===== src/rtl/qsfc_pkg.sv =====
`default_nettype none
package qsfc_pkg;

  localparam int FRAME_BYTES    = 16;
  localparam int CRC_BYTES      = 10;
  localparam int STORED_BYTES   = 12;
  localparam int POS_W          = 4;
  localparam int LSN_W          = 20;
  localparam int SUM_W          = LSN_W + 1;
  localparam logic [15:0] CRC_POLY = 16'h1021;
  localparam int FRAMES_PER_SEC = 75;
  localparam int FRAMES_PER_MIN = 4500;
  localparam int PREGAP_FRAMES  = 150;
  localparam int WRAP_MINUTES   = 90;
  localparam int WRAP_FRAMES    = 450000;

  localparam int BYTE_CTL_ADR = 0;
  localparam int BYTE_TRACK   = 1;
  localparam int BYTE_INDEX   = 2;
  localparam int BYTE_REL_M   = 3;
  localparam int BYTE_REL_S   = 4;
  localparam int BYTE_REL_F   = 5;
  localparam int BYTE_ABS_M   = 7;
  localparam int BYTE_ABS_S   = 8;
  localparam int BYTE_ABS_F   = 9;
  localparam int BYTE_CRC_HI  = 10;
  localparam int BYTE_CRC_LO  = 11;

  typedef logic [7:0] byte_t;
  typedef byte_t frame_store_t [STORED_BYTES];

  typedef struct packed {
    logic        last;
    logic [15:0] crc;
  } frame_stat_t;

  typedef struct packed {
    logic                    crc_ok;
    logic [1:0]              q_mode;
    logic [3:0]              ctl_bits;
    logic [6:0]              track_no;
    logic [6:0]              index_no;
    logic signed [LSN_W-1:0] relative_lsn;
    logic signed [LSN_W-1:0] absolute_lsn;
    logic                    bcd_error;
    logic                    psc_bit;
  } result_t;

  function automatic logic [15:0] crc_update(input logic [15:0] crc, input byte_t b);
    logic [15:0] c;
    c = crc ^ {b, 8'h00};
    for (int i = 0; i < 8; i++) begin
      if (c[15]) begin
        c = {c[14:0], 1'b0} ^ CRC_POLY;
      end else begin
        c = {c[14:0], 1'b0};
      end
    end
    return c;
  endfunction

  function automatic logic [7:0] bcd_value(input byte_t b);
    return 8'(b[7:4]) * 8'd10 + 8'(b[3:0]);
  endfunction

  function automatic logic bcd_bad(input byte_t b);
    return (b[7:4] > 4'd9) || (b[3:0] > 4'd9);
  endfunction

  function automatic logic [LSN_W-1:0] msf_lsn(input byte_t m, input byte_t s,
                                                input byte_t f);
    logic [7:0]       mi;
    logic [SUM_W-1:0] sum;
    mi  = bcd_value(m);
    sum = SUM_W'(mi) * SUM_W'(FRAMES_PER_MIN)
        + SUM_W'(bcd_value(s)) * SUM_W'(FRAMES_PER_SEC)
        + SUM_W'(bcd_value(f)) - SUM_W'(PREGAP_FRAMES);
    if (mi >= 8'(WRAP_MINUTES)) begin
      sum = sum - SUM_W'(WRAP_FRAMES);
    end
    return sum[LSN_W-1:0];
  endfunction

endpackage
`default_nettype wire


===== src/rtl/qsfc_frame.sv =====
`default_nettype none
module qsfc_frame
  import qsfc_pkg::*;
(
  input  wire logic   clk,
  input  wire logic   rst,
  input  wire logic   accept,
  input  wire byte_t  q_byte,
  input  wire logic   frame_start,
  output frame_stat_t stat,
  output frame_store_t bytes
);

  logic [POS_W-1:0] byte_position, byte_position_next;
  logic [15:0]      crc_accumulator, crc_accumulator_next;
  logic             frame_active, frame_active_next;
  logic [POS_W-1:0] pos_eff;
  logic [15:0]      crc_eff;
  logic             active_eff;
  logic             last;

  assign active_eff = frame_start | frame_active;
  assign pos_eff    = frame_start ? '0 : byte_position;
  assign crc_eff    = frame_start ? '0 : crc_accumulator;
  assign last       = active_eff && (pos_eff >= POS_W'(FRAME_BYTES - 1));

  always_comb begin
    byte_position_next   = byte_position;
    crc_accumulator_next = crc_accumulator;
    frame_active_next    = frame_active;
    if (accept && active_eff) begin
      crc_accumulator_next = crc_eff;
      if (pos_eff < POS_W'(CRC_BYTES)) begin
        crc_accumulator_next = crc_update(crc_eff, q_byte);
      end
      if (last) begin
        frame_active_next  = 1'b0;
        byte_position_next = '0;
      end else begin
        frame_active_next  = 1'b1;
        byte_position_next = pos_eff + POS_W'(1);
      end
    end
  end

  always_ff @(posedge clk) begin
    if (rst) begin
      byte_position   <= '0;
      crc_accumulator <= '0;
      frame_active    <= 1'b0;
    end else begin
      byte_position   <= byte_position_next;
      crc_accumulator <= crc_accumulator_next;
      frame_active    <= frame_active_next;
    end
  end

  always_ff @(posedge clk) begin
    for (int i = 0; i < STORED_BYTES; i++) begin
      if (accept && active_eff && pos_eff == POS_W'(i)) begin
        bytes[i] <= q_byte;
      end
    end
  end

  assign stat.last = last;
  assign stat.crc  = crc_accumulator;

endmodule
`default_nettype wire


===== src/rtl/qsfc_decode.sv =====
`default_nettype none
module qsfc_decode
  import qsfc_pkg::*;
(
  input  wire frame_store_t bytes,
  input  wire logic [15:0]  crc,
  input  wire logic         psc,
  output result_t           res
);

  logic       err;
  logic [3:0] adr;
  logic [7:0] track, index;

  assign adr   = bytes[BYTE_CTL_ADR][3:0];
  assign track = bcd_value(bytes[BYTE_TRACK]);
  assign index = bcd_value(bytes[BYTE_INDEX]);
  assign err   = bcd_bad(bytes[BYTE_TRACK]) | bcd_bad(bytes[BYTE_INDEX])
               | bcd_bad(bytes[BYTE_REL_M]) | bcd_bad(bytes[BYTE_REL_S])
               | bcd_bad(bytes[BYTE_REL_F]) | bcd_bad(bytes[BYTE_ABS_M])
               | bcd_bad(bytes[BYTE_ABS_S]) | bcd_bad(bytes[BYTE_ABS_F]);

  always_comb begin
    res.crc_ok   = (crc == ~{bytes[BYTE_CRC_HI], bytes[BYTE_CRC_LO]});
    res.q_mode   = (adr >= 4'd1 && adr <= 4'd3) ? adr[1:0] : 2'd0;
    res.ctl_bits = bytes[BYTE_CTL_ADR][7:4];
    res.bcd_error = err;
    res.psc_bit  = psc;
    if (err) begin
      res.track_no     = '0;
      res.index_no     = '0;
      res.relative_lsn = '0;
      res.absolute_lsn = '0;
    end else begin
      res.track_no     = track[6:0];
      res.index_no     = index[6:0];
      res.relative_lsn = msf_lsn(bytes[BYTE_REL_M], bytes[BYTE_REL_S], bytes[BYTE_REL_F]);
      res.absolute_lsn = msf_lsn(bytes[BYTE_ABS_M], bytes[BYTE_ABS_S], bytes[BYTE_ABS_F]);
    end
  end

endmodule
`default_nettype wire


===== src/rtl/q_subcode_frame_check_decode.sv =====
// Q subchannel frame checker: takes one byte per beat, frame_start marking byte 0,
// and gives one result beat on the last byte of each 16-byte frame (CRC-16/CCITT
// check over bytes 0..9, CTL/ADR, BCD track/index, relative and absolute LSN).
// Bytes before a frame start or after a complete frame are dropped. One byte is
// taken every cycle; the result register holds one result, and only a frame's
// last byte waits on in_stall while an earlier result is still stalled.
// The result is registered and is valid in the cycle after the last byte is taken.
`default_nettype none
module q_subcode_frame_check_decode
  import qsfc_pkg::*;
(
  input  wire logic                    clk,
  input  wire logic                    rst,
  input  wire logic                    in_valid,
  output logic                         in_stall,
  input  wire logic [7:0]              q_byte,
  input  wire logic                    frame_start,
  output logic                         out_valid,
  input  wire logic                    out_stall,
  output logic                         crc_ok,
  output logic [1:0]                   q_mode,
  output logic [3:0]                   ctl_bits,
  output logic [6:0]                   track_no,
  output logic [6:0]                   index_no,
  output logic signed [LSN_W-1:0]      relative_lsn,
  output logic signed [LSN_W-1:0]      absolute_lsn,
  output logic                         bcd_error,
  output logic                         psc_bit
);

  frame_stat_t  stat;
  frame_store_t bytes;
  result_t      res, result;
  logic         accept, load;

  assign in_stall = out_valid & out_stall & stat.last;
  assign accept   = in_valid & ~in_stall;
  assign load     = accept & stat.last;

  qsfc_frame u_frame (
    .clk         (clk),
    .rst         (rst),
    .accept      (accept),
    .q_byte      (q_byte),
    .frame_start (frame_start),
    .stat        (stat),
    .bytes       (bytes)
  );

  qsfc_decode u_decode (
    .bytes (bytes),
    .crc   (stat.crc),
    .psc   (q_byte[0]),
    .res   (res)
  );

  always_ff @(posedge clk) begin
    if (rst) begin
      out_valid <= 1'b0;
    end else if (load) begin
      out_valid <= 1'b1;
    end else if (!out_stall) begin
      out_valid <= 1'b0;
    end
  end

  always_ff @(posedge clk) begin
    if (load) begin
      result <= res;
    end
  end

  assign crc_ok       = result.crc_ok;
  assign q_mode       = result.q_mode;
  assign ctl_bits     = result.ctl_bits;
  assign track_no     = result.track_no;
  assign index_no     = result.index_no;
  assign relative_lsn = result.relative_lsn;
  assign absolute_lsn = result.absolute_lsn;
  assign bcd_error    = result.bcd_error;
  assign psc_bit      = result.psc_bit;

endmodule
`default_nettype wire


===== config.mk =====
export PLATFORM = sky130hd
export DESIGN_NAME = q_subcode_frame_check_decode
export DESIGN_NICKNAME = d
export VERILOG_FILES = /design/src/rtl/qsfc_pkg.sv /design/src/rtl/qsfc_frame.sv /design/src/rtl/qsfc_decode.sv /design/src/rtl/q_subcode_frame_check_decode.sv
export SDC_FILE = /design/constraint.sdc
export NUM_CORES = 1
export LEC_CHECK = 0
export ABC_AREA = 1
export BUFFER_PORTS_ARGS = -buffer_cell sky130_fd_sc_hd__buf_2
export CAP_MARGIN = 20
export CORE_ASPECT_RATIO = 1.5
export CORE_MARGIN = 1.5
export CORE_UTILIZATION = 40
export CTS_CLUSTER_SIZE = 10
export DETAILED_ROUTE_END_ITERATION = 7
export PLACE_DENSITY = 0.66
export SLEW_MARGIN = 10
export SYNTH_ARGS = -nofsm -noshare
export SYNTH_HDL_FRONTEND = slang
export SYNTH_SLANG_ARGS = --single-unit

===== constraint.sdc =====
create_clock -name clk -period 12.2 [get_ports clk]
set_input_delay 1.83 -clock clk [delete_from_list [all_inputs] [get_ports clk]]
set_output_delay 1.83 -clock clk [all_outputs]
set_load 0.05 [all_outputs]

==> results of run 1 <==
[cells in the final DEF (no fill, tap or decap), types with 3 or more instances in the layout]
cell         n
o21ai_2      3
dfxtp_1     22
buf_2       79
xor2_1      72
nand3b_1     7
nand2_2      6
ha_1       270
o21a_1      16
buf_4        5
a22oi_1      3
or2_2       10
xor2_2       4
xnor2_1     30
o31ai_1      3
nand4_1     11
o21bai_1     3
nor2_2       8
clkinv_8     6
a21oi_1     94
fa_1       106
nand2_1    299
inv_1      383
clkbuf_16   17
inv_2        7
a31oi_1      6
nor3_1      24
nor2_1     104
nor4_1       4
o21ai_0     66
edfxtp_1   151
nand3_1     80
a21o_1       5
inv_12       4
[flip-flops by register name (all words and copies together) (netlist names)]
register,cells
absolute_lsn,20
bcd_error,1
crc_ok,1
ctl_bits,4
index_no,7
out_valid,1
psc_bit,1
q_mode,2
relative_lsn,20
track_no,7
u_frame.byte_position,4
u_frame.bytes,88
u_frame.crc_accumulator,16
u_frame.frame_active,1
[critical path: cells and delay by family (launching register included)]
kind                       cells  cell delay, ps
adders and majority gates     12            4520
and+or+nand+nor               12            1290
xor gates and xnor gates       3             670
AOI/OAI and AO/OA              4             630
DFF                            1             470
buffers and inverters          5             380
[cell type report]
| cell class | instances | area (um2) | share of cell area (%) |
|---|---|---|---|
| Sequential cell | 173 | 4970 | 27.2 |
| Clock inverter | 15 | 210 | 1.15 |
| Clock buffer | 17 | 425 | 2.32 |
| Timing Repair Buffer | 85 | 438 | 2.39 |
| Multi-Input combinational cell | 1258 | 10100 | 55.2 |
| Inverter | 390 | 1460 | 8.00 |
| Tap cell | 558 | 698 | 3.81 |
[stage by stage]
stage          instances  util [%]  worst slack (ps)
4_1_cts             2494      44.5              3960
6_report            2496      44.5              4000
3_3_place_gp        2461      43.0              4090
5_1_grt             2496      44.5              3290
3_5_place_dp        2462      43.0              3980
2_1_floorplan       1836         -              4590
[per-layer routing]
layer  part of all wire, %  vias to the layer above  GRT usage (%)
met1                    41                     5583           18.2
met3                   2.8                       44           2.08
li1                      -                     6110              -
met2                    54                      201           32.1
met5                     0                        -              0
met4                   2.2                        0           6.04
[report_power, final]
part | total, uW | leakage, uW | internal, uW | switching (uW)
combinational | 235 | 0.00729 | 82.5 | 153
clock | 570 | 0.000301 | 284 | 285
sequential | 653 | 0.00168 | 647 | 5.71
total | 1460 | 0.00927 | 1010 | 444
[how the worst min path moves through the flow]
stage	startpoint	endpoint	slack, ps	cells after the start
floorplan	u_frame.bytes[92]	ctl_bits[0]	400	0
global placement	u_frame.bytes[92]	ctl_bits[0]	400	0
detailed placement	u_frame.bytes[95]	ctl_bits[3]	410	0
CTS	u_frame.bytes[95]	ctl_bits[3]	430	0
global route	u_frame.bytes[95]	ctl_bits[3]	440	0
finish	u_frame.bytes[95]	ctl_bits[3]	420	0
[cells by family (layout without fill, tap and decap cells)]
family / count (synthesis) / count (layout) / share of synthesized area (%)
AOI/OAI and AO/OA: 207 / 207 / 6.99
xor gates and xnor gates: 108 / 108 / 5.96
adders and majority gates: 376 / 376 / 33.1
buffers and inverters: 405 / 507 / 9.28
DFF: 173 / 173 / 29.9
muxes: 2 / 2 / 0.120
and+or+nand+nor: 565 / 565 / 14.6
==> results.ini, run 1 <==
[setup_path]
rr_startpoint = u_frame.bytes[39]
max_stage_delay_ps = 540
reg2reg_slack_ps = 4000
worstSetupEndpoint = absolute_lsn[17]
timing.critical_path.from = u_frame.bytes[39]
cp-end-kind = flip-flop
start_kind = flip-flop
cp.arrival_ps = 8410
critPathKind = reg -> reg
r2r_end = absolute_lsn[17]
r2r_cells = 36
slowest_stage = fa_1
worstPathMaxFanout = 5
cp.required_ps = 12410

[clock_tree]
numCtsBuffers = 17
clkSinkCount = 173
root_buffer = clkbuf_16
clock_latency_ps = 450
htreeDepth = 4
cts_resized = 0
cts_tree = yes
ctsHoldBuffers = 0
clk_path_buf_depth = 2
cts_setup_buffers = 0
path_clk_slew_ps = 80

[layout]
final_nets = 2314
fin_area_um2 = 18300
nFillCells = 3885
diodes = 0
synthToLayoutAreaGrowth_pct = 10.2
layout-drive-gt1-share_pct = 8.57

[die]
dieHeight_um = 253
dieArea_um2 = 42800
rows = 91
pin_count = 78
core_area_um2 = 41100
die_width_um = 169
start_util_pct = 40.4

[drt]
ant_nets = 0
wirelength_mm = 33.9
drtIter0Drc = 541
vias = 11938
vias_per_cell = 4.78
drc = 0
first_pass_iters = 7
avgRoutedWirePerCell_um = 13.6

[yosys]
synth_area_per_cell_um2 = 9.05
ys_top_cells_by_count = inv_1, nand2_1, ha_1
synthDistinctLibCells = 49
synth_area_um2 = 16600
ys_ff_latch = 173
async_reset_ff_share_pct = 0
ys.flop_type = edfxtp_1
yosysTopAreaCellShare_pct = 27.3
synthMostInstantiatedCell = inv_1
syn_inst = 1836
syn_nets = 2225
ys_seq_area_share_pct = 29.9
synthTopCellsByArea = edfxtp_1, ha_1, fa_1
synth_edf_count = 151
yosysWarnings = 0
yosysTopAreaCell = edfxtp_1

[sta]
rsz0062_at_grt = false
worst_pin_slew_ps = 1040
setup_violations = 0
holdWs_ps = 424
finalSetupTns_ps = 0
skew_ps = 11.9
slew_headroom_pct = 30.2
fin_crit_sh_pct = 67.2
drv_slew = 0
layout_min_cycle_time_ps = 8200
fmax_mhz = 122
hold_violations = 0

[power]
power.total_uw = 1460
worst_ir_drop_vdd_mv = 0.111
power_leakage_uw = 0.00927
p_per_area_nw_per_um2 = 79.6

[run]
maxCapViolCount = 0

[global_route]
track_usage_pct = 16.6
grt_max_degree = 64
grt_first_pass_wirelength_mm = 56.3
grt_remaining_overflow = 0
grt_pass1_vias = 12120
antenna_found_initial = 0

[outcome]
run_status = complete, no violations

[place]
port_buffers = 77
placedInstanceArea_um2 = 17700
place.gp.congestion = 0.837
hpwl_mm = 28.1

[min_path]
min_path_type = reg -> reg

Note: power is estimated with default switching activity, not from simulation.
==> run 2: changes to the inputs <==
==> constraint.sdc (replaced) <==
create_clock -name clk -period 7.75 [get_ports clk]
set_input_delay 1.1625 -clock clk [delete_from_list [all_inputs] [get_ports clk]]
set_output_delay 1.1625 -clock clk [all_outputs]
set_load 0.05 [all_outputs]
==> results.ini, run 2 (same netlist as run 1, synthesis figures left out) <==
[layout]
layout_common_cells = inv_1, nand2_1, ha_1, edfxtp_1, fa_1  ; unchanged
final_nets = 2356  ; was 2,314
layout-drive-gt1-share_pct = 15.0  ; was 8.57%
synthToLayoutAreaGrowth_pct = 15.6  ; was 10.2%
instances_no_fill = 2538  ; was 2,496
layout_commonest_cell = inv_1  ; unchanged
top_register = u_frame.bytes  ; unchanged
largest_register_ffs = 88  ; unchanged
nFillCells = 3748  ; was 3,885
diodes = 0  ; unchanged

[power]
clockPowerShare_pct = 38.2  ; was 39.1%
p_sw_share_pct = 30.7  ; was 30.5%
worst_ir_drop_vdd_mv = 0.172  ; was 0.111 mV
p_comb_share_pct = 18.3  ; was 16.1%
switchingPower_uw = 725  ; was 444 uW
p_per_area_nw_per_um2 = 123  ; was 79.6 nW/um2
power_leakage_uw = 0.00949  ; was 0.00927 uW
intPower_uw = 1640  ; was 1010 uW
p_seq_share_pct = 43.5  ; was 44.8%

[drt]
drc = 0  ; unchanged
first_pass_iters = 5  ; was 7
vias = 12168  ; was 11.9k
wirelength_mm = 34.9  ; was 33.9 mm
avgRoutedWirePerCell_um = 13.8  ; was 13.6 um
drtIter0Drc = 572  ; was 541
vias_per_cell = 4.79  ; was 4.78
ant_nets = 0  ; unchanged

[clock_tree]
clkSinkCount = 173  ; unchanged
path_clk_slew_ps = 80  ; about the same
clock_latency_ps = 460  ; was 450 ps
root_buffer = clkbuf_16  ; unchanged
cts_tree = yes  ; unchanged
clk_path_buf_depth = 2  ; unchanged
htreeDepth = 4  ; unchanged
numCtsBuffers = 17  ; unchanged

[sta]
slew_headroom_pct = 27.6  ; was 30.2%
drv_slew = 0  ; unchanged
layout_min_cycle_time_ps = 7510  ; was 8200 ps
fmax_mhz = 133  ; was 122 MHz
setup_violations = 0  ; unchanged
worst_pin_slew_ps = 1080  ; was 1040 ps
fin_crit_sh_pct = 96.9  ; was 67.2%
skew_ps = 16.2  ; was 11.9 ps
hold_violations = 0  ; unchanged
fin_ws_ps = 238  ; was 4000 ps

[setup_path]
timing.critical_path.from = u_frame.bytes[39]  ; unchanged
cp.required_ps = 7980  ; was 12,410 ps
r2r_cells = 38  ; was 36
cp-end-kind = flip-flop  ; unchanged
worst_path_most_repeated_cell = nand2_1
max_stage_delay_ps = 570  ; was 540 ps
slowest_stage = fa_2  ; was fa_1
cp.arrival_ps = 7740  ; was 8410 ps
worstPathMaxFanout = 4  ; was 5
start_kind = flip-flop  ; unchanged
r2r_end = absolute_lsn[19]  ; was absolute_lsn[17]
critPathKind = reg -> reg  ; unchanged
reg2reg_slack_ps = 240  ; was 4000 ps
rr_startpoint = u_frame.bytes[39]  ; unchanged

[place]
dp_cells = 2495  ; was 2,462
hpwl_mm = 28.1  ; about the same
place.gp.congestion = 0.876  ; was 0.837
place_ws_ps = -69.0  ; was 3980 ps
port_buffers = 77  ; unchanged

[min_path]
min_path_type = reg -> reg  ; unchanged
hold_end = ctl_bits[1]  ; was ctl_bits[3]
worstHoldPathCells = 0  ; unchanged
hp-start = u_frame.bytes[93]  ; was u_frame.bytes[95]

[run]
maxCapViolCount = 0  ; unchanged

[global_route]
grt_max_degree = 64  ; unchanged
track_usage_pct = 16.6  ; about the same
grt_pass1_vias = 12096  ; about the same
grt_first_pass_wirelength_mm = 56.7  ; was 56.3 mm
antenna_found_initial = 0  ; unchanged
grt_remaining_overflow = 0  ; unchanged

[die]
start_util_pct = 40.4  ; unchanged
dieHeight_um = 253  ; unchanged
core_area_um2 = 41100  ; unchanged
pin_count = 78  ; unchanged
dieArea_um2 = 42800  ; unchanged
die_width_um = 169  ; unchanged
rows = 91  ; unchanged

[outcome]
run_status = complete, no violations  ; unchanged

run 2: layout make-up:
class / instances / area, um2 / area share (%)
clock inverter: 15 / 214 / 1.11
multi-input combinational: 1258 / 10700 / 55.6
sequential: 173 / 4970 / 25.9
timing repair buffer: 127 / 753 / 3.92
clock buffer: 17 / 425 / 2.21
inverter: 390 / 1460 / 7.62
tap: 558 / 698 / 3.63
run 2: power by group through the flow:
stage	Combinational, uW	Clock, uW	Sequential [uW]
floorplan	288	0	1050
finish	432	901	1030
detailed placement	385	0	1050
global placement	379	0	1050
CTS	392	923	1030
global route	484	954	1030
run 2: worst max path at each step:
stage | end | cells after the start
2_1_floorplan | absolute_lsn[17] | 37
3_3_place_gp | absolute_lsn[17] | 37
3_5_place_dp | absolute_lsn[19] | 42
4_1_cts | relative_lsn[17] | 31
5_1_grt | absolute_lsn[19] | 36
6_report | absolute_lsn[19] | 38
run 2: metrics by stage:
step / cell area (um2) / util, % / TNS, ps / total power (uW) / hold WS (ps)
after floorplan: 16600 / - / 0 / 1330 / 400
after global placement: 17900 / 43.6 / 0 / 1430 / 403
after detailed placement: 17900 / 43.6 / -125 / 1430 / 413
after CTS: 18600 / 45.3 / 0 / 2340 / 433
after global routing: 19200 / 46.7 / -275 / 2470 / 445
final: 19200 / 46.7 / 0 / 2360 / 429
run 2: timing repair:
| action | CTS | global route |
|---|---|---|
| setup buffers | 1 | 8 |
| hold endpoints to repair | 0 | 0 |
| resized for setup | 11 | 93 |
| pin swaps | 2 | 52 |
| hold buffers | 0 | 0 |
| endpoints found under the setup margin | 4 | 20 |
run 2: critical path, delay by kind of cell, from the launching register on:
family	cells	cell delay (ps)
flip-flops	1	440
buffers and inverters	8	540
AO/OA/AOI/OAI	1	140
AND/OR/NAND/NOR	14	1190
adder cells (fa/ha/maj)	13	4610
XOR/XNOR	2	370
run 2: routing by layer:
metal | track usage (%) | part of all wire (%) | up-vias
met4 | 6.73 | 2.9 | 0
li1 | - | - | 6181
met2 | 31.8 | 54 | 191
met5 | 0 | 0 | -
met3 | 1.93 | 2.8 | 59
met1 | 18.5 | 40 | 5737
